`config.mk`:
```
export PLATFORM = sky130hd
export DESIGN_NAME = ethernet_frame_classifier
export DESIGN_NICKNAME = d
export VERILOG_FILES = /design/src/rtl/efc_pkg.sv /design/src/rtl/efc_capture.sv /design/src/rtl/efc_classify.sv /design/src/rtl/ethernet_frame_classifier.sv
export SDC_FILE = /design/constraint.sdc
export NUM_CORES = 1
export LEC_CHECK = 0
export BUFFER_PORTS_ARGS = -buffer_cell sky130_fd_sc_hd__clkbuf_2
export CORE_MARGIN = 10
export CORE_UTILIZATION = 45
export CTS_CLUSTER_SIZE = 12
export DETAILED_ROUTE_END_ITERATION = 8
export SETUP_SLACK_MARGIN = 0.05
export SYNTH_ARGS = -nofsm -noshare
export SYNTH_HDL_FRONTEND = slang
export SYNTH_SLANG_ARGS = --single-unit
```
`constraint.sdc`:
```
create_clock -name i_clk -period 15.3 [get_ports i_clk]
set_input_delay 2.295 -clock i_clk [delete_from_list [all_inputs] [get_ports i_clk]]
set_output_delay 2.295 -clock i_clk [all_outputs]
set_load 0.01 [all_outputs]
```
`src/rtl/efc_pkg.sv`:
```
// Types and constants shared by the Ethernet frame classifier modules.
package efc_pkg;

    localparam logic [15:0] ETYPE_IPV4 = 16'h0800;
    localparam logic [15:0] ETYPE_ARP  = 16'h0806;
    localparam logic [15:0] ETYPE_RARP = 16'h8035;

    localparam logic [7:0] PROTO_ICMP = 8'h01;
    localparam logic [7:0] PROTO_IGMP = 8'h02;
    localparam logic [7:0] PROTO_TCP  = 8'h06;
    localparam logic [7:0] PROTO_UDP  = 8'h11;

    localparam logic [7:0]  ICMP_ECHO_REQ = 8'h08;
    localparam logic [15:0] ARP_OP_REQ    = 16'h0001;
    localparam logic [15:0] RARP_OP_REQ   = 16'h0003;
    localparam logic [7:0]  IHL_MASK      = 8'h0f;

    localparam logic [3:0] CLS_UNSUPPORTED = 4'd0;
    localparam logic [3:0] CLS_IP          = 4'd1;
    localparam logic [3:0] CLS_ICMP_REQ    = 4'd2;
    localparam logic [3:0] CLS_ICMP_RES    = 4'd3;
    localparam logic [3:0] CLS_TCP         = 4'd4;
    localparam logic [3:0] CLS_UDP         = 4'd5;
    localparam logic [3:0] CLS_ARP_REQ     = 4'd6;
    localparam logic [3:0] CLS_ARP_RES     = 4'd7;
    localparam logic [3:0] CLS_RARP_REQ    = 4'd8;
    localparam logic [3:0] CLS_RARP_RES    = 4'd9;

    typedef struct packed {
        logic [7:0] frame_byte;
        logic       last_byte;
    } t_in_item;

    typedef struct packed {
        logic [3:0]  frame_class;
        logic [47:0] dest_mac;
        logic [47:0] source_mac;
        logic [31:0] source_ip;
        logic [31:0] dest_ip;
        logic [15:0] source_port;
        logic [15:0] dest_port;
    } t_out_item;

    // Header fields gathered while a frame streams in.
    typedef struct packed {
        logic [47:0] dest_mac;
        logic [47:0] source_mac;
        logic [15:0] ethertype;
        logic [3:0]  ihl;
        logic [7:0]  protocol;
        logic [15:0] arp_opcode;
        logic [7:0]  icmp_type;
        logic [31:0] ip_src;
        logic [31:0] ip_dst;
        logic [31:0] arp_src;
        logic [31:0] arp_dst;
        logic [15:0] l4_sport;
        logic [15:0] l4_dport;
    } t_hdr;

endpackage

```
`src/rtl/efc_capture.sv`:
```
// Byte offset counter and header field capture registers.
module efc_capture #(
    parameter int MAX_FRAME = 2047
) (
    input  logic              i_clk,
    input  logic              i_rst_n,
    input  logic              i_valid,
    input  logic [7:0]        i_byte,
    input  logic              i_last,
    output efc_pkg::t_hdr     o_hdr
);
    import efc_pkg::*;

    localparam int OFF_W = $clog2(MAX_FRAME + 1);
    localparam logic [OFF_W-1:0] OFF_MAX = OFF_W'(MAX_FRAME);

    logic [OFF_W-1:0] r_offset;
    logic [OFF_W-1:0] n_offset;
    logic [OFF_W-1:0] l4;
    logic [3:0]       ihl_now;
    logic             in_range;
    t_hdr             r_hdr;
    t_hdr             n_hdr;

    assign in_range = (r_offset < OFF_MAX);
    // The header length counts from the byte that carries it, so a length of zero
    // places the transport header on that very byte.
    assign ihl_now  = (r_offset == OFF_W'(14)) ? i_byte[3:0] : r_hdr.ihl;
    // The transport header starts right after the IPv4 header.
    assign l4       = OFF_W'(14) + {{(OFF_W-6){1'b0}}, ihl_now, 2'b00};
    assign n_offset = in_range ? r_offset + OFF_W'(1) : r_offset;

    always_comb begin
        n_hdr = r_hdr;
        if (in_range) begin
            if (r_offset <= OFF_W'(5)) begin
                n_hdr.dest_mac = {r_hdr.dest_mac[39:0], i_byte};
            end else if (r_offset <= OFF_W'(11)) begin
                n_hdr.source_mac = {r_hdr.source_mac[39:0], i_byte};
            end else if (r_offset <= OFF_W'(13)) begin
                n_hdr.ethertype = {r_hdr.ethertype[7:0], i_byte};
            end
            if (r_offset == OFF_W'(14)) begin
                n_hdr.ihl = 4'(i_byte & IHL_MASK);
            end
            if (r_offset == OFF_W'(20) || r_offset == OFF_W'(21)) begin
                n_hdr.arp_opcode = {r_hdr.arp_opcode[7:0], i_byte};
            end
            if (r_offset == OFF_W'(23)) begin
                n_hdr.protocol = i_byte;
            end
            if (r_offset >= OFF_W'(26) && r_offset <= OFF_W'(29)) begin
                n_hdr.ip_src = {r_hdr.ip_src[23:0], i_byte};
            end
            if (r_offset >= OFF_W'(30) && r_offset <= OFF_W'(33)) begin
                n_hdr.ip_dst = {r_hdr.ip_dst[23:0], i_byte};
            end
            if (r_offset >= OFF_W'(28) && r_offset <= OFF_W'(31)) begin
                n_hdr.arp_src = {r_hdr.arp_src[23:0], i_byte};
            end
            if (r_offset >= OFF_W'(38) && r_offset <= OFF_W'(41)) begin
                n_hdr.arp_dst = {r_hdr.arp_dst[23:0], i_byte};
            end
            if (r_offset == l4) begin
                n_hdr.icmp_type = i_byte;
            end
            if (r_offset == l4 || r_offset == l4 + OFF_W'(1)) begin
                n_hdr.l4_sport = {r_hdr.l4_sport[7:0], i_byte};
            end
            if (r_offset == l4 + OFF_W'(2) || r_offset == l4 + OFF_W'(3)) begin
                n_hdr.l4_dport = {r_hdr.l4_dport[7:0], i_byte};
            end
        end
    end

    // Everything clears after the final byte so the next frame starts fresh.
    always_ff @(posedge i_clk) begin
        if (!i_rst_n) begin
            r_offset <= '0;
            r_hdr    <= '0;
        end else if (i_valid) begin
            if (i_last) begin
                r_offset <= '0;
                r_hdr    <= '0;
            end else begin
                r_offset <= n_offset;
                r_hdr    <= n_hdr;
            end
        end
    end

    assign o_hdr = n_hdr;

endmodule

```
`src/rtl/efc_classify.sv`:
```
// Class decode and result field selection from the captured header.
module efc_classify (
    input  efc_pkg::t_hdr      i_hdr,
    output efc_pkg::t_out_item o_item
);
    import efc_pkg::*;

    always_comb begin
        o_item             = '0;
        o_item.dest_mac    = i_hdr.dest_mac;
        o_item.source_mac  = i_hdr.source_mac;
        if (i_hdr.ethertype == ETYPE_IPV4) begin
            o_item.source_ip = i_hdr.ip_src;
            o_item.dest_ip   = i_hdr.ip_dst;
            case (i_hdr.protocol) inside
                PROTO_ICMP: begin
                    o_item.frame_class = (i_hdr.icmp_type == ICMP_ECHO_REQ) ?
                                         CLS_ICMP_REQ : CLS_ICMP_RES;
                end
                PROTO_IGMP: begin
                    o_item.frame_class = CLS_UNSUPPORTED;
                end
                PROTO_TCP, PROTO_UDP: begin
                    o_item.frame_class = (i_hdr.protocol == PROTO_TCP) ?
                                         CLS_TCP : CLS_UDP;
                    o_item.source_port = i_hdr.l4_sport;
                    o_item.dest_port   = i_hdr.l4_dport;
                end
                default: begin
                    o_item.frame_class = CLS_IP;
                end
            endcase
        end else if (i_hdr.ethertype == ETYPE_ARP) begin
            o_item.frame_class = (i_hdr.arp_opcode == ARP_OP_REQ) ?
                                 CLS_ARP_REQ : CLS_ARP_RES;
            o_item.source_ip   = i_hdr.arp_src;
            o_item.dest_ip     = i_hdr.arp_dst;
        end else if (i_hdr.ethertype == ETYPE_RARP) begin
            o_item.frame_class = (i_hdr.arp_opcode == RARP_OP_REQ) ?
                                 CLS_RARP_REQ : CLS_RARP_RES;
            o_item.source_ip   = i_hdr.arp_src;
            o_item.dest_ip     = i_hdr.arp_dst;
        end
    end

endmodule

```
`src/rtl/ethernet_frame_classifier.sv`:
```
// Top level of the Ethernet frame classifier: input register, capture, result register.
// Frames enter one byte per item with the final byte marked; one result item leaves per
// frame. It is valid from the edge at which its final byte leaves the input register.
// The block takes a byte every clock unless it stalls: each byte passes an input
// register, then a single capture/compare step that feeds the result register. Bytes
// stall only when a finished result is still waiting in the result register and another
// final byte arrives behind it. Bytes at positions MAX_FRAME and beyond are counted as
// absent, and missing bytes read as zero.
module ethernet_frame_classifier #(
    parameter int MAX_FRAME = 2047
) (
    input  logic               i_clk,
    input  logic               i_rst_n,
    input  logic               i_in_valid,
    output logic               o_in_ready,
    input  efc_pkg::t_in_item  i_in_item,
    output logic               o_out_valid,
    input  logic               i_out_ready,
    output efc_pkg::t_out_item o_out_item
);
    import efc_pkg::*;

    logic      r_in_vld;
    t_in_item  r_in;
    logic      r_out_vld;
    t_out_item r_out;
    logic      adv;
    logic      load_out;
    t_hdr      hdr;
    t_out_item cls_item;

    // A final byte may only move on once the result register has room.
    assign adv        = r_in_vld &&
                        !(r_in.last_byte && r_out_vld && !i_out_ready);
    assign load_out   = adv && r_in.last_byte;
    assign o_in_ready = !r_in_vld || adv;

    always_ff @(posedge i_clk) begin
        if (!i_rst_n) begin
            r_in_vld <= 1'b0;
        end else if (o_in_ready) begin
            r_in_vld <= i_in_valid;
        end
    end

    always_ff @(posedge i_clk) begin
        if (o_in_ready && i_in_valid) begin
            r_in <= i_in_item;
        end
    end

    efc_capture #(
        .MAX_FRAME (MAX_FRAME)
    ) u_capture (
        .i_clk   (i_clk),
        .i_rst_n (i_rst_n),
        .i_valid (adv),
        .i_byte  (r_in.frame_byte),
        .i_last  (r_in.last_byte),
        .o_hdr   (hdr)
    );

    efc_classify u_classify (
        .i_hdr  (hdr),
        .o_item (cls_item)
    );

    always_ff @(posedge i_clk) begin
        if (!i_rst_n) begin
            r_out_vld <= 1'b0;
        end else if (load_out) begin
            r_out_vld <= 1'b1;
        end else if (i_out_ready) begin
            r_out_vld <= 1'b0;
        end
    end

    always_ff @(posedge i_clk) begin
        if (load_out) begin
            r_out <= cls_item;
        end
    end

    assign o_out_valid = r_out_vld;
    assign o_out_item  = r_out;

endmodule

```
==> metrics.csv <==
metric,value,unit
status,"finished, final reports clean",
final_cells,2752,
worst_pin_slew,1.26,ns
clockBufferDepth,3,
coreArea,0.0480,sq mm
place_inst,2650,
drt-initial-drc-count,1548,
syn_to_final_growth,14.8,%
multi_input_area,0.00871,sq mm
final_max_slew_viol_count,0,
synth_area_leaders,"dfxtp_1 29%, edfxtp_1 28%, a22oi_1 9.0%",
layout_common_cells,"329 x nor2_1, 321 x dfxtp_1, 264 x a22oi_1",
die_height,241,microns
fin_crit_sh,33.5,%
fin_skew,0.0191,ns
rrSetupSlack,10.60,ns
synth-seq-cells,526,
final_common_cell,nor2_1,
mappedNetlistArea,0.0220,sq mm
die_w,241,microns
cp_data_required_time,13.01,ns
period_needed,5.12,ns
vias,16100,
clock-sinks,526,
insertedDiodeCount,0,
critPathLaunchType,primary input,
drc_errors,0,
powerDensity,113,mW/mm^2
first_global_vias,15600,
hold_class,reg -> reg,
cts.hold.buffers_added,0,
overflow,0,
register_area,0.0126,sq mm
cts-resized-gates,0,
synth_top_area_share,29.2,%
drive_gt1_share,21.4,%
hold_viol,0,
setup_violations,0,
pin_count,211,
antenna_found_initial,0,
rsz0062_at_grt,false,
arrival,2.82,ns
clock.fmax,195,MHz
drtPass1Iterations,5,
ant_nets,0,
p_leak,9.12,nW
dieArea,0.0582,sq mm
clk_pin_slew,0.06,ns
path_max_fanout,3,
cap_violations,0,
gp_congestion,0.858,
cts-root-buf,clkbuf_16,
utilization,52.6,%
ir_drop,0.0884,mV
fillers,4273,
cts-buffers-inserted,55,
ys_warn_count,0,
grtUsageTotal,19.7,%
synth.net_count,1982,
row_count,80,
final_nets,2110,
place_hpwl,36.8,mm
portBuffers,210,
synthArstFlopShare,0,%
grt_pass1_wl,91.6,mm
relSlewSlack,16.1,%
cts_tree,built,
synth_cells,1964,
yosysTopAreaCell,dfxtp_1,
ys_seq_area_share,57.2,%
clkLatencyLatePin,0.60,ns
start_util,45.8,%
fin_tns_setup,0,ns
post_drt_wl_per_cell,21.4,microns
routed_wl,59.0,mm
ys_types,78,
cp-end-kind,output pin,
crit_type,in -> out,
h-tree-depth,2,
grt_max_degree,133,
syn_area_per_cell,11.2,sq um
synth-main-ff-cell,dfxtp_1,
vias_per_cell,5.86,
postCtsSetupRepairBufs,0,
synth-edff-count,205,
through the flow:
stage	setup slack (ns)	hold WS, ns	total power (W)	cell area [sq um]
after floorplan	8.31	0.426	0.00155	22000
final	10.18	0.465	0.00286	25300
after global placement	10.01	0.438	0.00159	23500
after global routing	10.14	0.474	0.00296	25300
after CTS	10.18	0.463	0.00289	25300
after detailed placement	9.92	0.443	0.00159	23500
layer usage:
layer / global-route usage (%) / share of wire [%] / vias to the layer above
li1: - / - / 7603
met1: 27.2 / 45 / 7995
met2: 31.5 / 47 / 431
met3: 3.33 / 5.2 / 90
met4: 5.30 / 2.2 / 0
met5: 0 / 0 / -
kinds of logic after synthesis:
kind of cell	Yosys count	synth area share, %
fa+ha+maj	5	0.284
xor+xnor	9	0.358
compound gates	453	15.0
simple gates	509	10.8
flops	526	57.2
buf+inv	197	3.72
mux	265	12.6
area by class of cell:
| class | count | share of cell area, % |
|---|---|---|
| Clock buffer | 92 | 6.86 |
| Clock inverter | 10 | 0.203 |
| Inverter | 23 | 0.401 |
| Multi-Input combinational cell | 1241 | 34.5 |
| Sequential cell | 526 | 49.8 |
| Tap cell | 615 | 3.05 |
| Timing Repair Buffer | 245 | 5.20 |
critical path: stages:
cell	delay, ns
clkbuf_2	0.12
nand4b_1	0.23
clkbuf_2	0.18
flip-flops by register name, summed over array words and instances (netlist names):
register / count
u_capture.r_offset: 11
r_in_vld: 1
r_in: 9
o_out_item: 196
u_capture.r_hdr: 308
o_out_valid: 1
worst paths after layout:
check / start / to / depth (start not counted)
worst min-delay path: u_capture.r_hdr[13]$_SDFFE_PN0P_ / u_capture.r_hdr[13]$_SDFFE_PN0P_ / 1
worst max-delay path: i_out_ready / o_in_ready / 3
worst max register to register: u_capture.r_offset[6]$_SDFFE_PN0P_ / u_capture.r_hdr[26]$_SDFFE_PN0P_ / 12
worst min register to register: u_capture.r_hdr[13]$_SDFFE_PN0P_ / u_capture.r_hdr[13]$_SDFFE_PN0P_ / 1
synth_stat cells (13+ instances only):
library cell and count:
nor2_1 330, dfxtp_1 321, a22oi_1 264, edfxtp_1 205, mux2i_1 164, clkbuf_1 134, mux2_2 99, o22ai_1 65
nand2_1 28, a21oi_1 23, inv_1 22, nand3_1 19, o21ai_0 19, o2bb2ai_1 17, nor4_1 16, buf_2 15
buf_1 14, nand4_1 14, nor3_1 14, nor2b_1 13
power by group:
part	leakage (nW)	switching (W)	total (W)	internal, W
logic	3.61	0.0000731	0.0000902	0.0000171
clock network	0.883	0.000537	0.00130	0.000767
registers	4.62	0.00000594	0.00147	0.00146
Note: power is estimated with default switching activity, not from simulation.
